<file path="config.mk">
export PLATFORM = sky130hd
export DESIGN_NAME = subterranean_duplex_round
export DESIGN_NICKNAME = d
export VERILOG_FILES = /design/src/sdr_pkg.sv /design/src/sdr_round.sv /design/src/sdr_out_buf.sv /design/src/subterranean_duplex_round.sv
export SDC_FILE = /design/constraint.sdc
export NUM_CORES = 1
export LEC_CHECK = 0
export ABC_AREA = 1
export BUFFER_PORTS_ARGS = -buffer_cell sky130_fd_sc_hd__buf_2
export CORE_MARGIN = 2
export CORE_UTILIZATION = 55
export DETAILED_ROUTE_END_ITERATION = 10
export HOLD_SLACK_MARGIN = 0.12
export PLACE_DENSITY = 0.72
export SYNTH_ARGS = -nofsm -noshare
export SYNTH_HDL_FRONTEND = slang
export SYNTH_SLANG_ARGS = --single-unit
</file>
<file path="constraint.sdc">
create_clock -name clk -period 6.4 [get_ports clk]
set_input_delay 1.28 -clock clk [delete_from_list [all_inputs] [get_ports clk]]
set_output_delay 1.28 -clock clk [all_outputs]
set_load 0.005 [all_outputs]
</file>
<file path="src/sdr_pkg.sv">
package sdr_pkg;

	localparam int unsigned STATE_BITS = 257;
	localparam int unsigned EXT_BITS   = 32;
	localparam int unsigned LEN_W      = 6;
	localparam int unsigned POS_STEP   = 176;
	localparam int unsigned PI_STEP    = 12;
	localparam int unsigned THETA_A    = 3;
	localparam int unsigned THETA_B    = 8;

	typedef logic [STATE_BITS-1:0] state_t;
	typedef logic [8:0]            pos_t;
	typedef logic [EXT_BITS-1:0]   ext_t;
	typedef logic [LEN_W-1:0]      len_t;

	typedef enum logic {
		ACT_DUPLEX = 1'b0,
		ACT_CLEAR  = 1'b1
	} action_t;

	// Handshake between the round stage and the result buffer.
	typedef struct packed {
		logic push;
		ext_t data;
	} res_push_t;

	// Injection position j is POS_STEP^j mod STATE_BITS; all operands are constants.
	function automatic pos_t inj_pos(input int unsigned j);
		int unsigned p;
		int unsigned k;
		p = 1;
		for (k = 0; k < EXT_BITS + 1; k++) begin
			if (k < j) begin
				p = (p * POS_STEP) % STATE_BITS;
			end
		end
		return pos_t'(p);
	endfunction

endpackage

</file>
<file path="src/sdr_round.sv">
module sdr_round (
	input  sdr_pkg::state_t state_cur,
	input  logic            action,
	input  sdr_pkg::ext_t   sigma,
	input  sdr_pkg::len_t   sigma_len,
	output sdr_pkg::state_t state_next,
	output sdr_pkg::ext_t   extracted
);
	import sdr_pkg::*;

	state_t chi_v;
	state_t theta_v;
	state_t pi_v;
	state_t inj_mask;
	state_t dup_v;
	len_t   len_c;

	for (genvar i = 0; i < STATE_BITS; i++) begin : g_perm
		localparam int unsigned I1 = (i + 1) % STATE_BITS;
		localparam int unsigned I2 = (i + 2) % STATE_BITS;
		localparam int unsigned IA = (i + THETA_A) % STATE_BITS;
		localparam int unsigned IB = (i + THETA_B) % STATE_BITS;
		localparam int unsigned IP = (PI_STEP * i) % STATE_BITS;
		// Iota flips bit 0 right after chi.
		localparam logic        IOTA = (i == 0) ? 1'b1 : 1'b0;
		assign chi_v[i]   = state_cur[i] ^ (~state_cur[I1] & state_cur[I2]) ^ IOTA;
		assign theta_v[i] = chi_v[i] ^ chi_v[IA] ^ chi_v[IB];
		assign pi_v[i]    = theta_v[IP];
	end

	// Lengths above 32 inject all sigma bits and pad at the last position.
	assign len_c = (sigma_len > len_t'(EXT_BITS)) ? len_t'(EXT_BITS) : sigma_len;

	always_comb begin
		inj_mask = '0;
		for (int unsigned j = 0; j < EXT_BITS; j++) begin
			inj_mask[inj_pos(j)] = (len_t'(j) < len_c) ? sigma[j] : (len_t'(j) == len_c);
		end
		inj_mask[inj_pos(EXT_BITS)] = (len_c == len_t'(EXT_BITS));
	end

	assign dup_v      = pi_v ^ inj_mask;
	assign state_next = (action == ACT_CLEAR) ? '0 : dup_v;

	always_comb begin
		for (int unsigned j = 0; j < EXT_BITS; j++) begin
			extracted[j] = state_next[inj_pos(j)] ^ state_next[pos_t'(STATE_BITS) - inj_pos(j)];
		end
	end

endmodule

</file>
<file path="src/sdr_out_buf.sv">
module sdr_out_buf (
	input  logic                clk,
	input  logic                arst_n,
	input  sdr_pkg::res_push_t  res,
	output logic                full,
	output logic                out_valid,
	input  logic                out_stall,
	output sdr_pkg::ext_t       extracted
);
	import sdr_pkg::*;

	logic out_valid_q;
	logic skid_valid_q;
	ext_t out_data_q;
	ext_t skid_data_q;
	logic pop;

	assign pop       = out_valid_q & ~out_stall;
	assign full      = skid_valid_q;
	assign out_valid = out_valid_q;
	assign extracted = out_data_q;

	always_ff @(posedge clk or negedge arst_n) begin
		if (!arst_n) begin
			out_valid_q  <= 1'b0;
			skid_valid_q <= 1'b0;
		end else if (pop || !out_valid_q) begin
			// The skid entry, when present, goes first; a push waits while it is full.
			out_valid_q  <= skid_valid_q | res.push;
			skid_valid_q <= 1'b0;
		end else if (res.push) begin
			skid_valid_q <= 1'b1;
		end
	end

	always_ff @(posedge clk) begin
		if (pop || !out_valid_q) begin
			out_data_q <= skid_valid_q ? skid_data_q : res.data;
		end else if (res.push) begin
			skid_data_q <= res.data;
		end
	end

endmodule

</file>
<file path="src/subterranean_duplex_round.sv">
// Duplex round of a 257-bit sponge-like state, one item per transfer.
// Input channel: in_valid / in_stall with fields action, sigma, sigma_len.
// action = 0 runs one round (chi, iota, theta, pi) and then injects sigma_len
// bits of sigma, at most 32, plus a padding bit; action = 1 clears the state.
// Output channel: out_valid / out_stall with field extracted, the 32-bit
// extract of the state after the item, one result per input item, in order.
// The input transfer loads the input register; when the buffer is not full, the
// round result loads the result register, or the skid entry while that is held.
// Throughput: one item per cycle while out_stall is low; the round is a few
// XOR/AND levels between the input register and the state and result registers.
// A two-entry result buffer absorbs a stall on the output side; when both
// entries are full and the input register holds an item, in_stall rises.
// Reset (arst_n low) clears the state to zero and empties all stages.
module subterranean_duplex_round (
	input  logic            clk,
	input  logic            arst_n,
	input  logic            in_valid,
	output logic            in_stall,
	input  logic            action,
	input  sdr_pkg::ext_t   sigma,
	input  sdr_pkg::len_t   sigma_len,
	output logic            out_valid,
	input  logic            out_stall,
	output sdr_pkg::ext_t   extracted
);
	import sdr_pkg::*;

	logic      valid_s1;
	logic      action_s1;
	ext_t      sigma_s1;
	len_t      len_s1;
	state_t    state_q;
	state_t    state_next;
	ext_t      ext_next;
	logic      buf_full;
	logic      advance;
	logic      in_take;
	res_push_t res;

	assign advance  = valid_s1 & ~buf_full;
	assign in_stall = valid_s1 & buf_full;
	assign in_take  = in_valid & ~in_stall;

	always_ff @(posedge clk or negedge arst_n) begin
		if (!arst_n) begin
			valid_s1 <= 1'b0;
		end else if (in_take) begin
			valid_s1 <= 1'b1;
		end else if (advance) begin
			valid_s1 <= 1'b0;
		end
	end

	always_ff @(posedge clk) begin
		if (in_take) begin
			action_s1 <= action;
			sigma_s1  <= sigma;
			len_s1    <= sigma_len;
		end
	end

	always_ff @(posedge clk or negedge arst_n) begin
		if (!arst_n) begin
			state_q <= '0;
		end else if (advance) begin
			state_q <= state_next;
		end
	end

	sdr_round u_round (
		.state_cur  (state_q),
		.action     (action_s1),
		.sigma      (sigma_s1),
		.sigma_len  (len_s1),
		.state_next (state_next),
		.extracted  (ext_next)
	);

	assign res.push = advance;
	assign res.data = ext_next;

	sdr_out_buf u_out_buf (
		.clk       (clk),
		.arst_n    (arst_n),
		.res       (res),
		.full      (buf_full),
		.out_valid (out_valid),
		.out_stall (out_stall),
		.extracted (extracted)
	);

	a_skid_needs_head: assert property (@(posedge clk) disable iff (!arst_n)
		buf_full |-> out_valid)
		else $error("result buffer skid entry held without a head entry");

	a_stall_only_when_busy: assert property (@(posedge clk) disable iff (!arst_n)
		in_stall |-> (valid_s1 && out_valid && out_stall == $past(out_stall) || valid_s1))
		else $error("input stalled with an empty input register");

	a_clear_zeroes: assert property (@(posedge clk) disable iff (!arst_n)
		(advance && action_s1 == ACT_CLEAR) |=> (state_q == '0))
		else $error("clear item left a nonzero state");

	a_push_gives_result: assert property (@(posedge clk) disable iff (!arst_n)
		advance |=> out_valid)
		else $error("round result lost on its way to the output");

endmodule
</file>
==> run metrics <==
crit path launch type=flip-flop; Avg Inst Size Synth=7.22 µm²; crit end category=flip-flop; path depth of the worst reg2reg path=9; slowest stage cell on the critical path=inv_2; Congestion Overflow GR=0; Worst Path Required=6.90 ns; clock buffer depth=3; YS warnings=0; clk root buf=clkbuf_16; CTS clk-pin slew, worst paths=0.06 ns; drt wl/cell=24.4 µm; Top Family by Delay on Critical Path=buffers and inverters; DRC Markers=0; CTS Hold Bufs=0; Max Cap Viol=0; first-pass GRT wire length=144 mm; GPL Wtd Cong=1.09; number of library cell types mapped by synthesis=32; commonest register cell after synthesis=dfrtp_1; RSZ-0062 raised after global routing=false; vias in the first global route=22305; Syn Nets=3404; final setup violation count=0; htree depth=2; Reg area=9600 µm²; final WL=98.6 mm; count leader, synth=nand2_1; Crit Path Category=flip-flop to flip-flop; # fillers=3928; Worst Hold End=u_out_buf.extracted[14]; Antenna Cells=0; pins over their slew limit=0; outcome=complete, no violations; Core Box Area=43300 µm²; Worst Path Arrival=3.97 ns; ys async rst share=0.716; area grow syn2layout=10.3%; GRT Overall Usage=0.426; Pre-Repair DR Iteration Count=6; top cells by area, synth=dfrtp_1 27%, nand2_1 18%, edfxtp_1 13%; Buffers on Ports=76; Worst Path Buf+Inv=4; post-route clock period utilization=0.543; sequential element share of the synthesized area=0.396; detailed-route vias per instance=5.91; multi-input logic area=12700 µm²; Final HPWL DP=76.7 mm; worst skew pair latency=0.60 ns; Setup TNS=0 ns; largest net degree at the start of global routing=126; EDFF count, synth=103; Fin. Hold Viols=0; TritonCTS clock tree=built; final hold slack=0.524 ns; clock buffer count from CTS=43; post-CTS sizing=0; area leader, netlist=dfrtp_1; initial antenna violation count=0; clk sink count=363; Die X=214 µm; Worst Tran Pin Value=1.13 ns; Crit Path Max Fanout=117; critical path's largest stage delay=0.53 ns; cells after synthesis=3361; Reg-to-Reg End=state_q[25]; IO Pins=77; Crit path depth=9; worst hold start=u_out_buf.skid_data_q[14]; FMAX=0.288 GHz; DR iter-0 viols=3329; final net count=3463; Initial Util=0.561; setup bufs post-CTS=0; Hold Crit Class=flip-flop to flip-flop; Die Y=214 µm; critical-path cell list=inv_2 > nand2_4 > nor2_4 > buf_12 > inv_2 > buf_4 > a21oi_1 > o21ai_0 > o21ai_0; Max-slew headroom=0.250; fraction of layout cells with a size suffix above 1=0.0492; via count=23860; final setup skew=0.0248 ns; worst r2r src=u_out_buf.full; commonest cells in the netlist=1145 x nand2_1, 434 x inv_1, 329 x nand3_1; top cell type's share of synthesized area=0.268; row count=76; Min-Delay Path Depth=2; Cell Area, Synth=24300 µm²; Die ar.=45800 µm²; minimum clock period=3.48 ns; register bit count reported by yosys=363; reg2reg setup slack=2.92 ns; DRT antenna net count=0
-- how the worst max path moves through the flow --
stage              startpoint                  endpoint  slack [ns]
6_report       u_out_buf.full               state_q[25]        2.92
5_1_grt        u_out_buf.full               state_q[25]        2.78
3_3_place_gp   u_out_buf.full               state_q[25]        3.06
4_1_cts        u_out_buf.full               state_q[25]        3.03
2_1_floorplan       out_stall  u_out_buf.skid_data_q[0]        2.49
3_5_place_dp   u_out_buf.full              state_q[204]        3.02
-- cells by family after synthesis --
group,count (synthesis),share of synthesized area
buffers and inverters,514,0.0804
AOI/OAI and AO/OA,370,0.0872
DFF,363,0.396
xor gates and xnor gates,408,0.147
and+or+nand+nor,1706,0.290
-- cells in the final DEF, fill, tap and decap left out, types with 2 or more instances in the layout --
master / synthesis / final
o22ai_1: 180 / 180
buf_2: 12 / 75
nor2_2: 2 / 3
nor2_4: 2 / 3
edfxtp_1: 103 / 103
clkbuf_8: 0 / 8
nand3_1: 329 / 329
nand3b_1: 3 / 3
xor2_1: 249 / 249
o21ai_0: 148 / 148
nand4_1: 35 / 35
a21oi_1: 24 / 24
inv_2: 4 / 5
inv_1: 434 / 434
a21o_1: 3 / 3
buf_12: 0 / 2
clkinv_2: 0 / 4
a21boi_0: 2 / 2
nor2_1: 152 / 150
clkinv_1: 2 / 3
buf_4: 0 / 10
o21ai_1: 3 / 3
clkinvlp_4: 0 / 2
dfrtp_1: 260 / 260
nand2_1: 1145 / 1144
o21bai_1: 8 / 8
clkbuf_16: 0 / 45
xnor2_1: 159 / 159
bufinv_16: 0 / 7
clkbuf_1: 52 / 9
and2_1: 34 / 34
-- flip-flops by register name, indices dropped and copies added, names as in the netlist --
signal	flops
sigma_s1	32
u_out_buf.extracted	32
u_out_buf.out_valid	1
len_s1	6
valid_s1	1
u_out_buf.skid_data_q	32
u_out_buf.full	1
action_s1	1
state_q	257
-- metrics by stage --
step	util	area [µm²]	setup WS [ns]	cells
3_3_place_gp	0.583	25200	3.06	3960
2_1_floorplan	-	24300	2.49	3361
6_report	0.619	26800	2.92	4039
3_5_place_dp	0.583	25200	3.02	3960
5_1_grt	0.619	26800	2.78	4039
4_1_cts	0.619	26800	3.03	4039
-- area by class of cell --
type / count / share of cell area
timing repair buffer: 88 / 0.0189
clock buffer: 62 / 0.0475
sequential: 363 / 0.359
tap: 585 / 0.0273
multi-input combinational: 2484 / 0.476
clock inverter: 17 / 0.00991
inverter: 440 / 0.0619
-- worst register-to-register path, stage by stage (launching register included) --
cell and delay, ns:
dfrtp_1 0.39, inv_2 0.53, nand2_4 0.43, nor2_4 0.23
buf_12 0.47, inv_2 0.38, buf_4 0.50, a21oi_1 0.29
o21ai_0 0.10, o21ai_0 0.08
-- metal layers --
layer / vias up / global-route usage / share of wire
li1: 10886 / - / -
met3: 304 / 0.0881 / 0.11
met2: 1494 / 0.638 / 0.43
met4: 0 / 0.302 / 0.084
met1: 11176 / 0.554 / 0.38
met5: - / 0 / 0
Power is not shown: default switching activity piles up to over one toggle a cycle in this logic, so the estimate is an artifact.
